==> config.mk <==
export PLATFORM = sky130hd
export DESIGN_NAME = epoch_seconds_to_calendar_date_core
export DESIGN_NICKNAME = d
export VERILOG_FILES = /design/src/rtl/core/e2c_pkg.sv /design/src/rtl/core/e2c_sdiv.sv /design/src/rtl/core/e2c_cal.sv /design/src/rtl/core/epoch_seconds_to_calendar_date_core.sv
export VERILOG_INCLUDE_DIRS = /design/src /design/src/rtl/core
export SDC_FILE = /design/constraint.sdc
export NUM_CORES = 1
export LEC_CHECK = 0
export ABC_CLOCK_PERIOD_IN_PS = 15740
export BUFFER_PORTS_ARGS = -buffer_cell sky130_fd_sc_hd__clkbuf_2
export CAP_MARGIN = 25
export CORE_MARGIN = 10
export CORE_UTILIZATION = 61
export DETAILED_ROUTE_END_ITERATION = 12
export PLACE_DENSITY = 0.85
export SYNTH_ARGS = -nofsm -noshare
export SYNTH_HDL_FRONTEND = slang
export SYNTH_SLANG_ARGS = --single-unit
==> constraint.sdc <==
create_clock -name clk_i -period 15.74 [get_ports clk_i]
set_input_delay 4.722 -clock clk_i [delete_from_list [all_inputs] [get_ports clk_i]]
set_output_delay 4.722 -clock clk_i [all_outputs]
set_load 0.01 [all_outputs]
==> src/rtl/core/epoch_seconds_to_calendar_date_core_defines.svh <==
`ifndef EPOCH_SECONDS_TO_CALENDAR_DATE_CORE_DEFINES_SVH
`define EPOCH_SECONDS_TO_CALENDAR_DATE_CORE_DEFINES_SVH

// Same-cycle implication, checked on the rising clock edge outside reset.
`define E2C_ASSERT_IMP(lbl, clk, rst_n, ante, cons, msg) \
  lbl: assert property (@(posedge clk) disable iff (!rst_n) (ante) |-> (cons)) \
    else $error(msg);

// Next-cycle implication, checked on the rising clock edge outside reset.
`define E2C_ASSERT_NXT(lbl, clk, rst_n, ante, cons, msg) \
  lbl: assert property (@(posedge clk) disable iff (!rst_n) (ante) |=> (cons)) \
    else $error(msg);

`endif

==> src/rtl/core/e2c_pkg.sv <==
`default_nettype none

package e2c_pkg;

  // Width of the serial dividend and quotient shift register.
  localparam int unsigned DivW = 32;
  localparam int unsigned DivCntW = $clog2(DivW);

  // Divisors used by the serial divider.
  localparam logic [5:0] SecPerMin  = 6'd60;
  localparam logic [5:0] MinPerHour = 6'd60;
  localparam logic [5:0] HourPerDay = 6'd24;
  localparam logic [5:0] DaysPerWeek = 6'd7;

  // Calendar constants.
  localparam logic [10:0] DaysPerQuad = 11'd1461;
  localparam logic [10:0] DaysPerYear = 11'd365;
  localparam logic [3:0]  MonthFeb    = 4'd1;
  localparam logic [3:0]  MonthDec    = 4'd11;

  // Request into the serial divider.
  typedef struct packed {
    logic       start;
    logic [5:0] divisor;
  } div_req_t;

  function automatic logic [4:0] days_in_month(input logic [3:0] month, input logic leap);
    logic [4:0] len;
    unique case (month)
      4'd0, 4'd2, 4'd4, 4'd6, 4'd7, 4'd9, 4'd11: len = 5'd31;
      4'd3, 4'd5, 4'd8, 4'd10:                   len = 5'd30;
      MonthFeb:                                  len = leap ? 5'd29 : 5'd28;
      default:                                   len = 5'd31;
    endcase
    return len;
  endfunction

endpackage

`default_nettype wire

==> src/rtl/core/e2c_sdiv.sv <==
`default_nettype none

// Restoring division by a small divisor, one quotient bit per cycle.
module e2c_sdiv import e2c_pkg::*; (
  input  wire logic              clk_i,
  input  wire logic              rst_ni,
  input  wire div_req_t          req_i,
  input  wire logic [DivW-1:0]   dividend_i,
  output logic [DivW-1:0]        quotient_o,
  output logic [5:0]             remainder_o,
  output logic                   busy_o,
  output logic                   done_o
);

  logic [DivW-1:0]    sh_q, sh_d;
  logic [5:0]         rem_q, rem_d;
  logic [5:0]         dvs_q, dvs_d;
  logic [DivCntW-1:0] cnt_q, cnt_d;
  logic               busy_q, busy_d;
  logic               done_q, done_d;
  logic [6:0]         cand;
  logic               ge;

  assign cand = {rem_q, sh_q[DivW-1]};
  assign ge   = (cand >= {1'b0, dvs_q});

  always_comb begin
    sh_d   = sh_q;
    rem_d  = rem_q;
    dvs_d  = dvs_q;
    cnt_d  = cnt_q;
    busy_d = busy_q;
    done_d = 1'b0;
    if (req_i.start) begin
      sh_d   = dividend_i;
      rem_d  = '0;
      dvs_d  = req_i.divisor;
      cnt_d  = '0;
      busy_d = 1'b1;
    end else if (busy_q) begin
      sh_d  = {sh_q[DivW-2:0], ge};
      rem_d = ge ? 6'(cand - {1'b0, dvs_q}) : cand[5:0];
      cnt_d = cnt_q + 1'b1;
      if (cnt_q == DivCntW'(DivW - 1)) begin
        busy_d = 1'b0;
        done_d = 1'b1;
      end
    end
  end

  always_ff @(posedge clk_i or negedge rst_ni) begin
    if (!rst_ni) begin
      busy_q <= 1'b0;
      done_q <= 1'b0;
      cnt_q  <= '0;
    end else begin
      busy_q <= busy_d;
      done_q <= done_d;
      cnt_q  <= cnt_d;
    end
  end

  always_ff @(posedge clk_i) begin
    sh_q  <= sh_d;
    rem_q <= rem_d;
    dvs_q <= dvs_d;
  end

  assign quotient_o  = sh_q;
  assign remainder_o = rem_q;
  assign busy_o      = busy_q;
  assign done_o      = done_q;

endmodule

`default_nettype wire

==> src/rtl/core/e2c_cal.sv <==
`default_nettype none

// Steps a day count off in four-year blocks, then single years, then months.
module e2c_cal import e2c_pkg::*; (
  input  wire logic        clk_i,
  input  wire logic        rst_ni,
  input  wire logic        start_i,
  input  wire logic [15:0] days_i,
  output logic [7:0]       year_o,
  output logic [3:0]       month_o,
  output logic [4:0]       day_o,
  output logic             done_o
);

  localparam logic [1:0] CIdle  = 2'd0;
  localparam logic [1:0] CQuad  = 2'd1;
  localparam logic [1:0] CYear  = 2'd2;
  localparam logic [1:0] CMonth = 2'd3;

  logic [1:0]  state_q, state_d;
  logic [15:0] days_q, days_d;
  logic [15:0] ys_q, ys_d;
  logic [7:0]  year_q, year_d;
  logic [3:0]  month_q, month_d;
  logic [8:0]  rest_q, rest_d;
  logic        done_q, done_d;
  logic        leap;
  logic [10:0] step;
  logic [16:0] sum;
  logic        fits;
  logic [4:0]  mlen;

  assign leap = (year_q[1:0] == 2'b00);
  assign step = (state_q == CQuad) ? DaysPerQuad : (DaysPerYear + {10'd0, leap});
  assign sum  = {1'b0, ys_q} + {6'd0, step};
  assign fits = (sum <= {1'b0, days_q});
  assign mlen = days_in_month(month_q, leap);

  always_comb begin
    state_d = state_q;
    days_d  = days_q;
    ys_d    = ys_q;
    year_d  = year_q;
    month_d = month_q;
    rest_d  = rest_q;
    done_d  = 1'b0;
    unique case (state_q)
      CIdle: begin
        if (start_i) begin
          days_d  = days_i;
          ys_d    = '0;
          year_d  = '0;
          state_d = CQuad;
        end
      end
      CQuad: begin
        if (fits) begin
          ys_d   = sum[15:0];
          year_d = year_q + 8'd4;
        end else begin
          state_d = CYear;
        end
      end
      CYear: begin
        if (fits) begin
          ys_d   = sum[15:0];
          year_d = year_q + 8'd1;
        end else begin
          rest_d  = 9'(days_q - ys_q);
          month_d = '0;
          state_d = CMonth;
        end
      end
      CMonth: begin
        if ((month_q != MonthDec) && (rest_q >= {4'd0, mlen})) begin
          rest_d  = rest_q - {4'd0, mlen};
          month_d = month_q + 4'd1;
        end else begin
          done_d  = 1'b1;
          state_d = CIdle;
        end
      end
      default: state_d = CIdle;
    endcase
  end

  always_ff @(posedge clk_i or negedge rst_ni) begin
    if (!rst_ni) begin
      state_q <= CIdle;
      done_q  <= 1'b0;
    end else begin
      state_q <= state_d;
      done_q  <= done_d;
    end
  end

  always_ff @(posedge clk_i) begin
    days_q  <= days_d;
    ys_q    <= ys_d;
    year_q  <= year_d;
    month_q <= month_d;
    rest_q  <= rest_d;
  end

  assign year_o  = year_q;
  assign month_o = month_q;
  assign day_o   = rest_q[4:0] + 5'd1;
  assign done_o  = done_q;

endmodule

`default_nettype wire

==> src/rtl/core/epoch_seconds_to_calendar_date_core.sv <==
// Channel   Dir  Signals                      Content
// s_axis    in   tvalid, tready, tdata[31:0]  seconds since 1972-01-01 00:00:00
// m_axis    out  tvalid, tready, tdata[39:0]  second, minute, hour, weekday,
//                                             year offset, month, day of month
// apb       in   psel, penable, pwrite, paddr[2:0], pwdata/prdata[31:0]
//
// One conversion runs from the accepting edge to the edge that loads the output
// register: four passes of the serial divider (seconds, minutes, hours,
// weekday), then the wait for the calendar stepper. The stepper starts with
// the weekday pass and steps off four-year blocks, then years, then months.
// A new transfer is taken only while the divider is idle, from the cycle after
// the load on. A finished result sits in the output register; a stalled m_axis
// holds it, and the next conversion only waits at its end for that register to
// free. Reset clears control state and sets the epoch weekday register to 6.
`default_nettype none

`include "epoch_seconds_to_calendar_date_core_defines.svh"

module epoch_seconds_to_calendar_date_core import e2c_pkg::*; (
  input  wire logic        clk_i,
  input  wire logic        rst_ni,
  // Input stream.
  input  wire logic        s_axis_tvalid,
  output logic             s_axis_tready,
  input  wire logic [31:0] s_axis_tdata,   // [31:0] seconds_count
  // Output stream.
  output logic             m_axis_tvalid,
  input  wire logic        m_axis_tready,
  // [5:0] second_of_minute, [11:6] minute_of_hour, [16:12] hour_of_day,
  // [19:17] weekday, [27:20] year_offset, [31:28] month_index,
  // [36:32] day_of_month, [39:37] zero
  output logic [39:0]      m_axis_tdata,
  // Configuration port.
  input  wire logic        psel,
  input  wire logic        penable,
  input  wire logic        pwrite,
  input  wire logic [2:0]  paddr,
  input  wire logic [31:0] pwdata,
  output logic [31:0]      prdata,
  output logic             pready
);

  // Sequencer states: each division pass has its own state, then the block
  // waits for the calendar stepper and a free output register.
  localparam logic [2:0] StIdle = 3'd0;
  localparam logic [2:0] StSec  = 3'd1;
  localparam logic [2:0] StMin  = 3'd2;
  localparam logic [2:0] StHour = 3'd3;
  localparam logic [2:0] StWday = 3'd4;
  localparam logic [2:0] StWait = 3'd5;

  logic [2:0]      state_q, state_d;
  logic [2:0]      wd_q;
  logic [5:0]      sec_q, sec_d;
  logic [5:0]      min_q, min_d;
  logic [4:0]      hour_q, hour_d;
  logic [2:0]      wday_q, wday_d;
  logic            cal_done_q, cal_done_d;
  logic            out_valid_q, out_valid_d;
  logic [39:0]     out_data_q;
  logic            out_load;

  div_req_t        div_req;
  logic [DivW-1:0] div_dividend;
  logic [DivW-1:0] div_quot;
  logic [5:0]      div_rem;
  logic            div_busy;
  logic            div_done;

  logic            cal_start;
  logic [15:0]     cal_days;
  logic [7:0]      cal_year;
  logic [3:0]      cal_month;
  logic [4:0]      cal_day;
  logic            cal_done;
  logic [16:0]     wday_sum;
  logic            cfg_write;

  // The configuration port has a single register at word 0 and never stalls.
  assign pready    = 1'b1;
  assign cfg_write = psel && penable && pwrite && pready && (paddr[2] == 1'b0);
  assign prdata    = (paddr[2] == 1'b0) ? {29'd0, wd_q} : 32'd0;

  always_ff @(posedge clk_i or negedge rst_ni) begin
    if (!rst_ni) begin
      wd_q <= 3'd6;
    end else if (cfg_write) begin
      wd_q <= pwdata[2:0];
    end
  end

  // The weekday is taken as (days + epoch weekday) mod 7 by the same divider.
  assign wday_sum = {1'b0, div_quot[15:0]} + {14'd0, wd_q};

  always_comb begin
    state_d         = state_q;
    sec_d           = sec_q;
    min_d           = min_q;
    hour_d          = hour_q;
    wday_d          = wday_q;
    div_req.start   = 1'b0;
    div_req.divisor = SecPerMin;
    div_dividend    = s_axis_tdata;
    cal_start       = 1'b0;
    cal_days        = div_quot[15:0];
    out_load        = 1'b0;
    unique case (state_q)
      StIdle: begin
        if (s_axis_tvalid) begin
          div_req.start = 1'b1;
          state_d       = StSec;
        end
      end
      StSec: begin
        if (div_done) begin
          sec_d           = div_rem;
          div_req.start   = 1'b1;
          div_req.divisor = MinPerHour;
          div_dividend    = div_quot;
          state_d         = StMin;
        end
      end
      StMin: begin
        if (div_done) begin
          min_d           = div_rem;
          div_req.start   = 1'b1;
          div_req.divisor = HourPerDay;
          div_dividend    = div_quot;
          state_d         = StHour;
        end
      end
      StHour: begin
        // The quotient is now the whole-day count, below 2^16.
        if (div_done) begin
          hour_d          = div_rem[4:0];
          div_req.start   = 1'b1;
          div_req.divisor = DaysPerWeek;
          div_dividend    = {15'd0, wday_sum};
          cal_start       = 1'b1;
          state_d         = StWday;
        end
      end
      StWday: begin
        if (div_done) begin
          wday_d  = div_rem[2:0];
          state_d = StWait;
        end
      end
      StWait: begin
        if (cal_done_q && (!out_valid_q || m_axis_tready)) begin
          out_load = 1'b1;
          state_d  = StIdle;
        end
      end
      default: state_d = StIdle;
    endcase
  end

  assign s_axis_tready = (state_q == StIdle);

  always_comb begin
    cal_done_d = cal_done_q;
    if (cal_start) begin
      cal_done_d = 1'b0;
    end else if (cal_done) begin
      cal_done_d = 1'b1;
    end
  end

  always_comb begin
    out_valid_d = out_valid_q;
    if (out_load) begin
      out_valid_d = 1'b1;
    end else if (m_axis_tready) begin
      out_valid_d = 1'b0;
    end
  end

  always_ff @(posedge clk_i or negedge rst_ni) begin
    if (!rst_ni) begin
      state_q     <= StIdle;
      cal_done_q  <= 1'b0;
      out_valid_q <= 1'b0;
    end else begin
      state_q     <= state_d;
      cal_done_q  <= cal_done_d;
      out_valid_q <= out_valid_d;
    end
  end

  always_ff @(posedge clk_i) begin
    sec_q  <= sec_d;
    min_q  <= min_d;
    hour_q <= hour_d;
    wday_q <= wday_d;
    if (out_load) begin
      out_data_q <= {3'd0, cal_day, cal_month, cal_year, wday_q, hour_q, min_q, sec_q};
    end
  end

  assign m_axis_tvalid = out_valid_q;
  assign m_axis_tdata  = out_data_q;

  e2c_sdiv u_sdiv (
    .clk_i       (clk_i),
    .rst_ni      (rst_ni),
    .req_i       (div_req),
    .dividend_i  (div_dividend),
    .quotient_o  (div_quot),
    .remainder_o (div_rem),
    .busy_o      (div_busy),
    .done_o      (div_done)
  );

  e2c_cal u_cal (
    .clk_i   (clk_i),
    .rst_ni  (rst_ni),
    .start_i (cal_start),
    .days_i  (cal_days),
    .year_o  (cal_year),
    .month_o (cal_month),
    .day_o   (cal_day),
    .done_o  (cal_done)
  );

  // The divider must be free whenever a new transfer can be taken.
  `E2C_ASSERT_IMP(a_idle_div_free, clk_i, rst_ni, s_axis_tready, !div_busy, "divider busy in idle")
  // A finished division only arrives while a division pass is under way.
  `E2C_ASSERT_IMP(a_done_in_pass, clk_i, rst_ni, div_done, (state_q == StSec) || (state_q == StMin) || (state_q == StHour) || (state_q == StWday), "stray divider done")
  // Delivered time fields stay in range.
  `E2C_ASSERT_IMP(a_time_range, clk_i, rst_ni, m_axis_tvalid, (m_axis_tdata[5:0] < 6'd60) && (m_axis_tdata[11:6] < 6'd60) && (m_axis_tdata[16:12] < 5'd24), "time field out of range")
  // Delivered date fields stay in range.
  `E2C_ASSERT_IMP(a_date_range, clk_i, rst_ni, m_axis_tvalid, (m_axis_tdata[19:17] < 3'd7) && (m_axis_tdata[31:28] < 4'd12) && (m_axis_tdata[36:32] != 5'd0), "date field out of range")
  // Loading the output register is followed by a valid result.
  `E2C_ASSERT_NXT(a_load_valid, clk_i, rst_ni, out_load, m_axis_tvalid, "loaded result not presented")

endmodule

`default_nettype wire
==> Word-level counts from Yosys, hierarchy flattened <==
Cells that the tools add are included.
{ "totals": {"regBits": 172, "latch_bits": 0, "ramBits": 0, "rom_bits": 0, "input_bits": 74, "output_inout_bits": 75, "elab_cells": 156, "memories": 0} }
{ "classes": {"n_addsub": 11, "n_mul": 0, "div": 0, "magnitude_cmp": 3, "eq_ne": 30, "shift": 0, "n_mux": 59, "n_bitwise": 1, "reduce_logical": 30} }
{ "ops": {"columns": ["op", "count"], "rows": [
  ["$mux W32", 4],
  ["$pmux W32 S2", 1],
  ["$mux W16", 2],
  ["$pmux W16 S2", 1],
  ["$mux W8", 3],
  ["$pmux W8 S3", 1],
  ["$mux W3", 7],
  ["$mux W7", 3],
  ["$mux W1", 18],
  ["$mux W9", 2],
  ["$pmux W3 S6", 1],
  ["$pmux W6 S3", 1],
  ["$pmux W9 S2", 1],
  ["$add A16 B11 Y17", 1],
  ["$add A16 B3 Y17", 1],
  ["$le A17 B16 Y1", 1],
  ["$ne A2 B1 Y1 const B", 8],
  ["$ne A2 B2 Y1 const B", 6],
  ["$reduce_and A2 Y1", 6],
  ["$mux W11", 1],
  ["$add A5 B1 Y5 const B", 2],
  ["$add A9 B1 Y10 const A", 1],
  ["$mux W5", 2],
  ["$pmux W5 S2", 1],
  ["other kinds (39)", 59]
]} }

==> Depth between registers and ports, before layout <==
{ "logic_depth": {"ltp_word": 7, "depth_mapped": 21, "depth_no_buf": 19} }

==> Modules after synthesis <==
A second synthesis with hierarchy kept.
{ "unflattened": {"cells_unflattened": 955, "hier_area_um2": 10347.4} }
{ "by_module_without_submodules": {"columns": ["module", "n_inst", "cells_each", "area_per_inst_um2", "seq_area_each_um2"], "rows": [
  ["e2c_cal", 1, 434, 4319.1, 1666.6],
  ["epoch_seconds_to_calendar_date_core", 1, 344, 3607.2, 1914.3],
  ["e2c_sdiv", 1, 177, 2421.1, 1436.4]
]} }

==> Worst setup path after synthesis <==
Ideal clock, no wire load.
{ "synth_timing": {"path_kind": "input port to output port", "startpoint": "in paddr[2]", "endpoint": "out prdata[0]", "t_arrival_ns": 4.900, "t_required_ns": 11.018, "setup_slack_ns": 6.118, "stages": 1, "n_path_buf": 0, "cell_sequence": "nor2b_1"} }
{ "synth_between": {"elab_chain_len": 1} }
{ "synth_lines": {"columns": ["element", "line_no", "text"], "rows": [
  ["start, declared", "epoch_seconds_to_calendar_date_core.sv:37", "input wire logic [2:0] paddr,"],
  ["$mux W3", "epoch_seconds_to_calendar_date_core.sv:82", "assign prdata = (paddr[2] == 1'b0) ? {29'd0, wd_q} : 32'd0;"],
  ["end, declared", "epoch_seconds_to_calendar_date_core.sv:39", "output logic [31:0] prdata,"]
]} }
Every way passes these cells.

==> Worst setup path after layout <==
{ "layout_timing": {"startpoint": "in paddr[2]", "endpoint": "out prdata[2]"} }
The elaborated chain is that of the path after synthesis.

==> flow_summary.yaml <==
floorplan:
  fp-row-count: 44
  pin_count: 149
  die_area_sq_um: 20100
  start_util_pct: 62.4
  die_h_um: 142
  die_x_um: 142
  core_area_sq_um: 14500
sta:
  hold_viol_final: 0
  timing.hold.ws_ns: 0.420
  tightest_slew_ns: 1.11
  relSlewSlack_pct: 25.8
  rsz0062_at_grt: "no"
  fmax_ghz: 0.101
  finalSetupTns_ns: 0
  min_period_ns: 9.89
  drv_slew: 0
  fin_crit_sh_pct: 62.8
  setup_slack_ns: 5.85
  finClkSkew_ns: 0.00857
  setup_viol: 0
place:
  io_buffers: 84
  dp_hpwl_um: 13000
  gp_congestion: 0.895
  place_ws_ns: 5.87
  dpl_cell_area_sq_um: 9500
setup_path:
  worstSetupStartpointType: "input pin"
  crit_arrival_ns: 5.17
  crit_fanout: 4
  path_cells: "clkbuf_2 > nor2b_1 > clkbuf_2"
  cp_slowest_cell: "nor2b_1"
  required_ns: 11.02
  crit_top_cell: "clkbuf_2"
  critPathCaptureType: "output port"
  critPathKind: "in2out"
  slowest_delay_ns: 0.16
clocking:
  clk_pin_slew_ns: 0.07
  cts_hold_buf: 0
  cts-htree-levels: 4
  post_cts_buffers: 0
  cts.path.max_buffers: 2
  clk_latency_ns: 0.44
  tritoncts: "yes"
  clkSinkCount: 170
  numCtsBuffers: 17
  cts-root-buf: "clkbuf_16"
  ctsResizeCount: 0
yosys:
  synth_cells: 803
  synthFlopType: "edfxtp_1"
  yosysSeqAreaShare_pct: 54.7
  yosys_warnings: 0
  synthesis.area_sq_um: 9060
  ys_ff_latch: 170
  async_flop_share_pct: 10.6
  synth.avg_cell_area_sq_um: 11.3
  synth_edf_count: 146
  yosysUniqueCellTypes: 67
global_route:
  track_usage_pct: 18.5
  antenna_found_initial: 0
  grt_pass1_vias: 6280
  grt_overflow: 0
  grt_first_pass_wirelength_um: 30500
  grt_max_degree: 42
drt:
  drc_errors: 0
  wl_per_cell_um: 17.2
  drt_iter0_drc: 471
  vias: 6201
  firstDrtPassIters: 5
  wl_um: 18500
  detail-route-antenna-nets: 0
  avgViaCountPerCell: 5.76
layout:
  area_delta_synth_final_pct: 11.4
  diodes: 0
  num-nets-final: 1013
  fin_area_sq_um: 10100
  drive_above_1_share_pct: 15.8
power:
  peakVddDrop_v: 0.0000736
  power_leakage_uw: 0.00393
  powerDensity_nw_per_um2: 91.7
  fin_total_pwr_uw: 926
worst_hold_path:
  min_path_type: "reg2reg"
job:
  cap_violations: 0
status:
  run_status: "completed"
logic make-up (layout without fill, tap and decap cells):
group | count (synthesis) | after routing | share of synthesized area [%]
simple gates | 240 | 240 | 12.9
flops | 170 | 170 | 54.7
compound gates | 147 | 147 | 10.5
buf+inv | 118 | 177 | 6.40
fa+ha+maj | 59 | 59 | 8.56
xor+xnor | 52 | 52 | 5.11
mux | 15 | 15 | 1.73
other cells | 2 | 33 | 0.0828
final cells by class:
type	count	area [sq um]
inverters	58	218
flip-flops and latches	170	4960
clock inverters	14	158
multi-input cells	546	3650
clock buffers	18	439
fillers	1056	4430
well taps	184	230
repair buffers	87	443
worst paths after layout:
check / cells after the start / end / slack [ns] / start
worst min register to register: 0 / m_axis_tdata[16]$_DFFE_PP_ / 0.42 / hour_q[4]$_DFFE_PP_
worst max-delay path: 3 / prdata[2] / 5.85 / paddr[2]
min in group asynchronous: 1 / u_sdiv.cnt_q[1]$_DFFE_PN0P_ / 4.26 / rst_ni
max in group asynchronous: 1 / state_q[0]$_DFFE_PN0P_ / 11.11 / rst_ni
worst max register to register: 16 / u_cal.year_o[5]$_DFFE_PP_ / 9.61 / u_cal.state_q[1]$_DFFE_PN0P_
worst min-delay path: 0 / m_axis_tdata[16]$_DFFE_PP_ / 0.42 / hour_q[4]$_DFFE_PP_
synthesized netlist by cell type, types with 3 or more instances:
library cell | instances | area [sq um]
and2_1 | 19 | 119
inv_1 | 56 | 210
nor2b_1 | 11 | 68.8
dfxtp_1 | 6 | 120
or2_2 | 4 | 25.0
a22oi_1 | 12 | 90.1
buf_2 | 5 | 25.0
nand3_1 | 37 | 185
xnor2_1 | 28 | 245
nor2_1 | 51 | 191
nand2_1 | 68 | 255
nand2b_1 | 8 | 50.1
o21a_1 | 6 | 45.0
clkbuf_1 | 19 | 71.3
a21oi_1 | 31 | 155
and4_1 | 3 | 26.3
a21o_1 | 5 | 37.5
xor2_1 | 23 | 201
nor3_1 | 9 | 45.0
edfxtp_1 | 146 | 4380
dfrtp_1 | 16 | 400
o22ai_1 | 3 | 18.8
a31oi_1 | 3 | 18.8
a32oi_1 | 3 | 26.3
mux2_2 | 5 | 56.3
ha_1 | 54 | 676
buf_4 | 33 | 248
a2111oi_0 | 4 | 35.0
a211oi_1 | 5 | 37.5
nand4_1 | 9 | 56.3
nor4_1 | 4 | 25.0
fa_1 | 5 | 100
o21ai_0 | 47 | 235
o31ai_1 | 6 | 45.0
mux2i_1 | 10 | 100
and3_1 | 9 | 56.3
cell usage in the layout, fill, tap and decap left out, types with 6 or more instances in the layout:
master,count
a21oi_1,30
a22oi_1,12
and2_1,19
and3_1,9
clkbuf_16,17
clkbuf_2,84
conb_1,33
dfrtp_1,16
dfxtp_1,6
edfxtp_1,146
ha_1,54
inv_1,56
mux2i_1,10
nand2_1,68
nand2b_1,8
nand3_1,37
nand4_1,9
nor2_1,50
nor2b_1,11
nor3_1,9
o21a_1,6
o21ai_0,47
o31ai_1,6
xnor2_1,28
xor2_1,23
sequential cells by signal, indices dropped and copies added, names as in the netlist, 5 cells and up:
name                cells
hour_q                  5
u_sdiv.remainder_o      6
min_q                   6
u_cal.rest_q            9
m_axis_tdata           37
u_sdiv.cnt_q            5
sec_q                   6
u_cal.days_q           16
u_cal.year_o            8
u_cal.ys_q             16
u_sdiv.quotient_o      32
through the flow:
step	utilization (%)	cells
final	69.5	1077
after floorplan	-	834
after global placement	65.4	1045
after CTS	69.5	1077
after detailed placement	65.4	1045
after global routing	69.5	1077
worst max-delay path: cells and delay by family:
family        cells  cell delay [ns]
simple gates      1             0.16
buf+inv           2             0.29
layer usage:
metal | track usage (%) | vias to the layer above | routed length, um
li1 | - | 2973 | -
met1 | 22.6 | 2972 | 7740
met2 | 30.8 | 225 | 9160
met3 | 5.41 | 31 | 1260
met4 | 6.46 | 0 | 342
met5 | 0 | - | 0
where the power goes:
group / total [uW] / internal, uW / switching [uW] / leakage (uW)
Combinational: 24.3 / 10.5 / 13.8 / 0.00235
Clock: 416 / 229 / 187 / 0.000283
Sequential: 486 / 485 / 1.32 / 0.00129
Total: 926 / 724 / 203 / 0.00393
Note: power is estimated with default switching activity, not from simulation.
